[config.mk]
export PLATFORM = sky130hd
export DESIGN_NAME = peer_presence_table_unit
export DESIGN_NICKNAME = d
export VERILOG_FILES = /design/src/hw/rtl/ppt_pkg.sv /design/src/hw/rtl/ppt_cell.sv /design/src/hw/rtl/peer_presence_table_unit.sv
export VERILOG_INCLUDE_DIRS = /design/src /design/src/hw/rtl
export SDC_FILE = /design/constraint.sdc
export NUM_CORES = 2
export LEC_CHECK = 0
export BUFFER_PORTS_ARGS = -buffer_cell sky130_fd_sc_hd__buf_2
export CELL_PAD_IN_SITES_DETAIL_PLACEMENT = 0
export CELL_PAD_IN_SITES_GLOBAL_PLACEMENT = 2
export CORE_MARGIN = 2
export CORE_UTILIZATION = 30
export CTS_BUF_LIST = sky130_fd_sc_hd__clkbuf_8
export CTS_CLUSTER_SIZE = 30
export DETAILED_ROUTE_END_ITERATION = 12
export PLACE_DENSITY = 0.72
export SLEW_MARGIN = 15
export SYNTH_ARGS = -nofsm -noshare
export SYNTH_HDL_FRONTEND = slang
export SYNTH_HIERARCHICAL = 1
export SYNTH_SLANG_ARGS = --single-unit
[constraint.sdc]
create_clock -name clk -period 12.1 [get_ports clk]
set_clock_uncertainty 0.05 [all_clocks]
set_input_delay 2.42 -clock clk [delete_from_list [all_inputs] [get_ports clk]]
set_output_delay 2.42 -clock clk [all_outputs]
set_load 0.02 [all_outputs]
[src/hw/rtl/peer_presence_table_unit_defines.svh]
// assertion macros for the peer presence table
// both forms sample on clk and are disabled while rst_n is low
`ifndef PEER_PRESENCE_TABLE_UNIT_DEFINES_SVH
`define PEER_PRESENCE_TABLE_UNIT_DEFINES_SVH

`ifndef NO_ASSERTIONS
`define PPT_ASSERT_SAME(lbl, ante, cons) \
  lbl: assert property (@(posedge clk) disable iff (!rst_n) (ante) |-> (cons)) \
    else $error("peer presence table check failed");
`define PPT_ASSERT_NEXT(lbl, ante, cons) \
  lbl: assert property (@(posedge clk) disable iff (!rst_n) (ante) |=> (cons)) \
    else $error("peer presence table check failed");
`else
`define PPT_ASSERT_SAME(lbl, ante, cons)
`define PPT_ASSERT_NEXT(lbl, ante, cons)
`endif

`endif

[src/hw/rtl/ppt_pkg.sv]
`default_nettype none
package ppt_pkg;

  localparam int TABLE_SLOTS_DEF = 4;

  localparam int ADDR_W   = 48;
  localparam int TIME_W   = 48;
  localparam int POS_W    = 8;
  localparam int WIN_W    = 26;
  localparam int SLOT_W   = 2;
  localparam int ONLINE_W = 3;

  // sized for the largest table (16 entries)
  localparam int SLOT_IDX_W = 4;
  localparam int CNT_W      = 5;

  localparam logic [WIN_W-1:0]    WINDOW_RESET = WIN_W'(2000000);
  localparam logic [ONLINE_W-1:0] ONLINE_MAX   = '1;

  localparam logic OPC_QUERY  = 1'b0;
  localparam logic OPC_REPORT = 1'b1;

  typedef enum logic [1:0] {
    S_IDLE,
    S_SCAN,
    S_WRITE
  } ppt_state_t;

  // partial search result passed from cell to cell
  typedef struct packed {
    logic                  hit_found;
    logic [SLOT_IDX_W-1:0] hit_idx;
    logic                  hit_online;
    logic                  free_found;
    logic [SLOT_IDX_W-1:0] vacant_idx;
    logic [SLOT_IDX_W-1:0] oldest_idx;
    logic [TIME_W-1:0]     oldest_time;
    logic                  oldest_online;
    logic [CNT_W-1:0]      count;
  } ppt_tok_t;

  // entry write broadcast from the sequencer
  typedef struct packed {
    logic                  en;
    logic [SLOT_IDX_W-1:0] idx;
    logic [POS_W-1:0]      pos;
  } ppt_wr_t;

endpackage
`default_nettype wire

[src/hw/rtl/ppt_cell.sv]
`default_nettype none
module ppt_cell #(
  parameter int IDX = 0
) (
  input  wire logic                       clk,
  input  wire logic                       rst_n,
  input  wire logic                       adv,
  input  wire ppt_pkg::ppt_wr_t           wr,
  input  wire logic [ppt_pkg::ADDR_W-1:0] item_addr,
  input  wire logic [ppt_pkg::TIME_W-1:0] item_now,
  input  wire logic [ppt_pkg::WIN_W-1:0]  window,
  input  wire ppt_pkg::ppt_tok_t          tin,
  output ppt_pkg::ppt_tok_t               tout
);
  import ppt_pkg::*;

  localparam logic [SLOT_IDX_W-1:0] MY_IDX = SLOT_IDX_W'(IDX);

  logic              valid_r;
  logic [ADDR_W-1:0] addr_r;
  logic [POS_W-1:0]  pos_r;
  logic [TIME_W-1:0] seen_r;
  ppt_tok_t          tok_r;
  ppt_tok_t          tok_nxt;

  logic [TIME_W:0] diff;
  logic            in_window;
  logic            online;
  logic            wr_hit;

  assign wr_hit = wr.en && (wr.idx == MY_IDX);

  // age of this entry, clamped at zero when time went backwards
  always_comb begin
    diff = {1'b0, item_now} - {1'b0, seen_r};
    if (diff[TIME_W]) begin
      in_window = (window != '0);
    end else begin
      in_window = (diff[TIME_W-1:WIN_W] == '0) && (diff[WIN_W-1:0] < window);
    end
    online = valid_r && in_window;
  end

  always_comb begin
    tok_nxt = tin;
    if (!tin.hit_found && valid_r && (addr_r == item_addr)) begin
      tok_nxt.hit_found  = 1'b1;
      tok_nxt.hit_idx    = MY_IDX;
      tok_nxt.hit_online = online;
    end
    if (!tin.free_found && !valid_r) begin
      tok_nxt.free_found = 1'b1;
      tok_nxt.vacant_idx = MY_IDX;
    end
    // first cell always seeds the oldest candidate
    if ((IDX == 0) || (seen_r < tin.oldest_time)) begin
      tok_nxt.oldest_idx    = MY_IDX;
      tok_nxt.oldest_time   = seen_r;
      tok_nxt.oldest_online = online;
    end
    tok_nxt.count = tin.count + CNT_W'(online);
  end

  always_ff @(posedge clk) begin
    if (!rst_n) begin
      valid_r <= 1'b0;
    end else if (wr_hit) begin
      valid_r <= 1'b1;
    end
  end

  always_ff @(posedge clk) begin
    if (wr_hit) begin
      addr_r <= item_addr;
      pos_r  <= wr.pos;
      seen_r <= item_now;
    end
  end

  always_ff @(posedge clk) begin
    if (adv) begin
      tok_r <= tok_nxt;
    end
  end

  assign tout = tok_r;

endmodule
`default_nettype wire

[src/hw/rtl/peer_presence_table_unit.sv]
`default_nettype none
// a word is accepted only while idle; the search token then walks the cell chain
//   one entry per cycle, and the write state loads the result into the output
//   register once that register is free; no new word is accepted before the
//   result is loaded, so one search runs at a time
// reset (rst_n low, synchronous): clears every entry valid bit, sets the window
//   to 2000000 us, empties the output register; no clearing pass
`include "peer_presence_table_unit_defines.svh"
module peer_presence_table_unit #(
  parameter int TABLE_SLOTS = ppt_pkg::TABLE_SLOTS_DEF
) (
  input  wire logic                         clk,
  input  wire logic                         rst_n,
  input  wire logic                         in_valid,
  output logic                              in_ready,
  input  wire logic                         in_opcode,
  input  wire logic [ppt_pkg::ADDR_W-1:0]   in_reporter_address,
  input  wire logic [ppt_pkg::POS_W-1:0]    in_reported_position,
  input  wire logic [ppt_pkg::TIME_W-1:0]   in_now_us,
  output logic                              out_valid,
  input  wire logic                         out_ready,
  output logic [ppt_pkg::SLOT_W-1:0]        out_slot_used,
  output logic                              out_address_matched,
  output logic [ppt_pkg::ONLINE_W-1:0]      out_online_count,
  input  wire logic                         cfg_wr_en,
  input  wire logic [ppt_pkg::WIN_W-1:0]    cfg_wr_data
);
  import ppt_pkg::*;

  localparam int IW = (TABLE_SLOTS > 1) ? $clog2(TABLE_SLOTS) : 1;
  localparam logic [IW-1:0] LAST_CELL = IW'(TABLE_SLOTS - 1);

  // sequencer state
  ppt_state_t state_r, state_nxt;
  logic [IW-1:0] cnt_r;

  // latched input word
  logic              op_r;
  logic [ADDR_W-1:0] addr_r;
  logic [POS_W-1:0]  pos_r;
  logic [TIME_W-1:0] now_r;

  logic [WIN_W-1:0] window_r;

  // output register
  logic                out_valid_r;
  logic [SLOT_W-1:0]   slot_r;
  logic                matched_r;
  logic [ONLINE_W-1:0] online_r;

  // control decoded from state
  logic    accept;
  logic    adv;
  logic    out_load;
  ppt_wr_t tbl_wr;

  // search token chain, entry 0 fed with an empty token
  ppt_tok_t chain_tok [TABLE_SLOTS+1];
  ppt_tok_t tail;

  // decision from the finished token
  logic [SLOT_IDX_W-1:0] pick_idx;
  logic                  pick_online;
  logic                  pick_match;
  logic [CNT_W-1:0]      new_count;
  logic [ONLINE_W-1:0]   sat_count;

  assign chain_tok[0] = '0;
  assign tail         = chain_tok[TABLE_SLOTS];

  for (genvar g = 0; g < TABLE_SLOTS; g++) begin : g_cell
    ppt_cell #(
      .IDX(g)
    ) u_cell (
      .clk       (clk),
      .rst_n     (rst_n),
      .adv       (adv),
      .wr        (tbl_wr),
      .item_addr (addr_r),
      .item_now  (now_r),
      .window    (window_r),
      .tin       (chain_tok[g]),
      .tout      (chain_tok[g+1])
    );
  end

  // next state
  always_comb begin
    state_nxt = state_r;
    case (state_r)
      S_IDLE: begin
        if (in_valid) state_nxt = S_SCAN;
      end
      S_SCAN: begin
        if (cnt_r == LAST_CELL) state_nxt = S_WRITE;
      end
      S_WRITE: begin
        if (!out_valid_r || out_ready) state_nxt = S_IDLE;
      end
      default: state_nxt = S_IDLE;
    endcase
  end

  // state outputs
  always_comb begin
    in_ready = 1'b0;
    adv      = 1'b0;
    out_load = 1'b0;
    case (state_r)
      S_IDLE:  in_ready = 1'b1;
      S_SCAN:  adv      = 1'b1;
      S_WRITE: out_load = !out_valid_r || out_ready;
      default: ;
    endcase
  end

  assign accept = in_valid && in_ready;

  // hit first, then first free entry, else the oldest one
  always_comb begin
    pick_match = 1'b0;
    if (tail.hit_found) begin
      pick_idx    = tail.hit_idx;
      pick_online = tail.hit_online;
      pick_match  = 1'b1;
    end else if (tail.free_found) begin
      pick_idx    = tail.vacant_idx;
      pick_online = 1'b0;
    end else begin
      pick_idx    = tail.oldest_idx;
      pick_online = tail.oldest_online;
    end

    // the written entry has age zero, so it is online for any nonzero window
    if (op_r == OPC_REPORT) begin
      new_count = tail.count - CNT_W'(pick_online) + CNT_W'(window_r != '0);
    end else begin
      new_count = tail.count;
    end
    sat_count = (new_count > CNT_W'(ONLINE_MAX)) ? ONLINE_MAX : new_count[ONLINE_W-1:0];
  end

  assign tbl_wr.en  = out_load && (op_r == OPC_REPORT);
  assign tbl_wr.idx = pick_idx;
  assign tbl_wr.pos = pos_r;

  always_ff @(posedge clk) begin
    if (!rst_n) begin
      state_r  <= S_IDLE;
      cnt_r    <= '0;
      window_r <= WINDOW_RESET;
    end else begin
      state_r <= state_nxt;
      if (accept) begin
        cnt_r <= '0;
      end else if (adv) begin
        cnt_r <= cnt_r + 1'b1;
      end
      if (cfg_wr_en) begin
        window_r <= cfg_wr_data;
      end
    end
  end

  always_ff @(posedge clk) begin
    if (accept) begin
      op_r   <= in_opcode;
      addr_r <= in_reporter_address;
      pos_r  <= in_reported_position;
      now_r  <= in_now_us;
    end
  end

  // output word holds until taken, next search runs meanwhile
  always_ff @(posedge clk) begin
    if (!rst_n) begin
      out_valid_r <= 1'b0;
    end else if (out_load) begin
      out_valid_r <= 1'b1;
    end else if (out_ready) begin
      out_valid_r <= 1'b0;
    end
  end

  always_ff @(posedge clk) begin
    if (out_load) begin
      if (op_r == OPC_REPORT) begin
        slot_r    <= pick_idx[SLOT_W-1:0];
        matched_r <= pick_match;
      end else begin
        slot_r    <= '0;
        matched_r <= 1'b0;
      end
      online_r <= sat_count;
    end
  end

  assign out_valid           = out_valid_r;
  assign out_slot_used       = slot_r;
  assign out_address_matched = matched_r;
  assign out_online_count    = online_r;

  // a word enters the scan with the counter at the first cell
  `PPT_ASSERT_NEXT(a_accept_scan, accept, (state_r == S_SCAN) && (cnt_r == '0))
  // a table write always leaves a result in the output register
  `PPT_ASSERT_NEXT(a_write_result, tbl_wr.en, out_valid_r)
  // a query never reports a slot or a match
  `PPT_ASSERT_NEXT(a_query_clean, out_load && (op_r == OPC_QUERY), (slot_r == '0) && !matched_r)

endmodule
`default_nettype wire

**Word level (Yosys, flattened, before mapping)**

Cells that the tools add are included.

- Output and inout port bits: 8
- Word-level logic and storage cells: 159
- Input bits: 136
- Bits in registers: 734

- Equality and inequality tests: 13
- Muxes and demuxes: 27
- Bitwise operators: 1
- Add/sub/neg operators: 10
- Reduce and logical (&&, ||, !) cells: 45
- $lt $le $gt $ge: 8

Operators with widths:

| kind | number |
|---|---|
| $sub 48x48->49 | 4 |
| $eq 48x48->1 | 4 |
| $lt 48x48->1 | 3 |
| $lt 26x26->1 | 4 |
| $mux 49 | 2 |
| $logic_not 22->1 | 4 |
| $reduce_bool 26->1 | 1 |
| $logic_and 1x1->1 | 24 |
| $mux 1 | 16 |
| $add 5x1->5 | 3 |
| $logic_not 1->1 | 10 |
| $mux 5 | 2 |
| $eq 4x2->1 const B | 2 |
| $mux 4 | 2 |
| $mux 2 | 3 |
| $mux 6 | 1 |
| $ne 2x2->1 const B | 3 |
| $pmux 2 s3 | 1 |
| $gt 5x3->1 const B | 1 |
| $sub 5x1->5 | 1 |
| $eq 2x2->1 const B | 2 |
| $eq 4x1->1 const B | 1 |
| $logic_not 4->1 | 1 |
| $reduce_and 3->1 | 1 |
| 8 further kinds | 8 |

**Logic depth before layout (Yosys ltp)**

- Word-level depth: 6
- Depth in mapped cells: 27

**By module**

The synthesis kept the hierarchy.

By module, submodules not included:

| module | area each (µm²) | cells an instance | seq. area each (µm²) | instances |
|---|---|---|---|---|
| ppt_cell (g_cell[1].u_cell ...) | 11800.1 | 1230 | 4974.8 | 2 |
| ppt_cell (g_cell[3].u_cell) | 11698.7 | 1221 | 4974.8 | 1 |
| ppt_cell (g_cell[0].u_cell) | 9900.7 | 917 | 4854.7 | 1 |
| peer_presence_table_unit | 4966.0 | 284 | 3953.8 | 1 |

**Worst setup path before layout**

OpenSTA, ideal clock, no wires.

- Path type: register to register
- Start point: register state_r[0]
- End point: register cnt_r[1]
- Path slack: 4.939 ns
- Buffers on the path: 0
- Cell stages (with the launch flop): 4
- Arrival: 7.025 ns
- Cell sequence: dfxtp_1 > and2b_1 > a22oi_1 > nor2b_1

- Elaborated cells between the ends (all ways): 6
- Those cells by class: eq/ne (1); mux (2); reduce/logical (3)

RTL lines:

| element | RTL line | source |
|---|---|---|
| start, declared | peer_presence_table_unit.sv:34 | `ppt_state_t state_r, state_nxt;` |
| start signal, assigned | peer_presence_table_unit.sv:153 | `state_r <= state_nxt;` |
| $eq 2x1->1 | peer_presence_table_unit.sv:109 | `case (state_r)` |
| $mux 1 | peer_presence_table_unit.sv:109 |  |
| via adv | peer_presence_table_unit.sv:53 | `logic adv;` |
| end signal, assigned | peer_presence_table_unit.sv:157 | `cnt_r <= cnt_r + 1'b1;` |
| end, declared | peer_presence_table_unit.sv:35 | `logic [IW-1:0] cnt_r;` |

The timed path passes the listed nets, and every way through them passes these cells.
A chain may end at the register's enable or synchronous reset.

==> results.sh <==
export IMPL_outcome="finished, final reports clean"
export IMPL_finalSetupTns_ns=0
export IMPL_dpl_cell_area_um2=51120
export IMPL_end_kind="register"
export IMPL_core_area_um2=158700
export IMPL_layout_cells_non_filler=7134
export IMPL_viasPerCell=5.160
export IMPL_synth_area_um2=48030
export IMPL_internal_power_mw=4.510
export IMPL_pwr_density_cell_nw_per_um2=117.2
export IMPL_grt_pass1_wl_um=239700
export IMPL_fin_ws_ns=4.902
export IMPL_hpwlAfterDp_um=126800
export IMPL_required_ns=12.68
export IMPL_cp_data_arrival_time_ns=7.78
export IMPL_switchingPower_mw=1.810
export IMPL_place_gp_congestion=0.9161
export IMPL_io_buffers=135
export IMPL_tightest_slew_ns=1.094
export IMPL_cts_tree="built"
export IMPL_syn_inst=4723
export IMPL_antenna_found_initial=4
export IMPL_start_util=0.3026
export IMPL_drt_pre_antenna_iters=6
export IMPL_multi_input_area_um2=23300
export IMPL_crit_top_cell="ha_1"
export IMPL_post_cts_resized=0
export IMPL_die_area_um2=163300
export IMPL_routedWlPerCell_um=22.78
export IMPL_h_tree_depth=4
export IMPL_track_usage=0.1970
export IMPL_cpPeakStageDelay_ns=0.70
export IMPL_fin_crit_sh=0.5949
export IMPL_ant_nets=0
export IMPL_pre_cts_slack_ns=4.902
export IMPL_clk_pin_slew_ns=0.07
export IMPL_critPathBufInv=0
export IMPL_crit_chain="ha_1 > nand2_1 > nor4_1 > nand2_1 > a21oi_1 > nor3_1 > xnor2_1 > ha_1 > nand4_1 > nor2_1 > a221oi_1 > nand4_1 > a2111oi_0 > nand4b_1 > nor4_1 > nand4_1 > nand2_1 > ha_1 > ha_1 > nand3_1 > xnor2_1"
export IMPL_cp_max_fo=8
export IMPL_fp_row_count=146
export IMPL_grt_max_degree=84
export IMPL_sw_frac_of_total=0.2864
export IMPL_leakagePower_nw=21.48
export IMPL_cts_buffers=141
export IMPL_drive_gt1_frac=0.1004
export IMPL_vias=36813
export IMPL_clock_sinks=746
export IMPL_utilization=0.3396
export IMPL_drtIter0Drc=2568
export IMPL_relSlewSlack=0.2708
export IMPL_pin_count=144
export IMPL_finalHoldViolations=0
export IMPL_final_min_clock_period_ns=7.198
export IMPL_min_delay_path_class="register to register"
export IMPL_fillers=16153
export IMPL_cts_setup_buffers=0
export IMPL_syn_avg_cell_area_um2=10.17
export IMPL_final_cell_area_um2=53900
export IMPL_power_frac_seq=0.471
export IMPL_comb_power_share=0.135
export IMPL_ir_drop_mv=0.1140
export IMPL_die_w_um=404.1
export IMPL_area_delta_synth_final_pct=12.23
export IMPL_seqCellArea_um2=22050
export IMPL_grt_overflow=0
export IMPL_drt_wl_total_um=162500
export IMPL_crit_type="register to register"
export IMPL_yosysWarnings=6
export IMPL_clock_latency_ns=0.88
export IMPL_grt_pass1_vias=37108
export IMPL_setup_viol=0
export IMPL_cp_slowest_cell="a221oi_1"
export IMPL_fin_nets=5537
export IMPL_drc_errors=0
export IMPL_cp_top_family="simple AND/OR/NAND/NOR gates"
export IMPL_hold_buffers=0
export IMPL_final_max_slew_viol_count=0
export IMPL_clkPwrFrac=0.394
export IMPL_place_inst=6878
export IMPL_startpoint_type="register"
export IMPL_power_mw=6.320
export IMPL_fmax_mhz=138.9
export IMPL_cts_root_buffer="clkbuf_8"
export IMPL_die_h_um=404.1
export IMPL_hold_slack_ns=0.3918
export IMPL_rsz0062_at_grt="false"
export IMPL_cap_violations=0
export IMPL_cts_buffer_depth=3
[registers in the layout, summed over array words and instances (netlist names)]
name                   count
addr_r                    48
cnt_r                      2
g_cell.u_cell/addr_r     192
g_cell.u_cell/seen_r     192
g_cell.u_cell/tout       224
g_cell.u_cell/valid_r      4
now_r                     48
op_r                       1
out_address_matched        1
out_online_count           3
out_slot_used              2
out_valid                  1
state_r                    2
window_r                  26
[per-layer routing]
metal  up-vias  track usage  part of all wire
met5         -            0                 0
met4         0      0.07358             0.035
met3       266      0.02893             0.043
met2       919       0.3366              0.48
met1     17811       0.2511              0.44
li1      17817            -                 -
[layout make-up]
cell class | instances | area share
multi-input cells | 3319 | 0.4322
flip-flops and latches | 746 | 0.4091
well taps | 2072 | 0.04809
inverters | 544 | 0.03788
clock buffers | 147 | 0.03753
repair buffers | 197 | 0.02117
clock inverters | 105 | 0.01386
diodes | 4 | 0.0001857
[path summary, 6_finish.rpt]
kind	startpoint	cells after the start	slack (ns)	to
hold reg to reg	g_cell[0].u_cell/seen_r[12]$_DFFE_PP_	0	0.39	g_cell[0].u_cell/tout[18]$_DFFE_PP_
setup reg to reg	now_r[15]$_DFFE_PP_	21	4.90	g_cell[3].u_cell/tout[4]$_DFFE_PP_
setup / recovery	now_r[15]$_DFFE_PP_	21	4.90	g_cell[3].u_cell/tout[4]$_DFFE_PP_
hold / removal	g_cell[0].u_cell/seen_r[12]$_DFFE_PP_	0	0.39	g_cell[0].u_cell/tout[18]$_DFFE_PP_
[power by group through the flow]
stage / sequential (mW) / clock [mW] / combinational, mW
2_1_floorplan: 3.01 / 0 / 0.554
3_3_place_gp: 3.03 / 0 / 0.844
3_5_place_dp: 3.03 / 0 / 0.846
4_1_cts: 2.98 / 2.58 / 0.851
5_1_grt: 2.99 / 2.69 / 0.942
6_report: 2.98 / 2.49 / 0.852
[cells in the final DEF (no fill, tap or decap), drive strengths merged, types with 18 or more instances in the layout]
cell and count:
o21a 59, a21boi 24, nor2b 69, a21o 97, o221ai 19, and2 34
dfxtp 35, clkinv 47, conb 26, mux2i 48, and3 28, ha 447
o211ai 39, nand3 74, or2 28, nor4 82, nand2b 53, inv 591
buf 197, nor3 79, a21oi 309, o21ai 323, xor2 106, and4 18
o21bai 24, edfxtp 711, nand2 408, clkbuf 147, nor2 255, or3 19
o22ai 20, nand4 151, a211oi 38, xnor2 167, a31oi 38
Note: power is estimated with default switching activity, not from simulation.
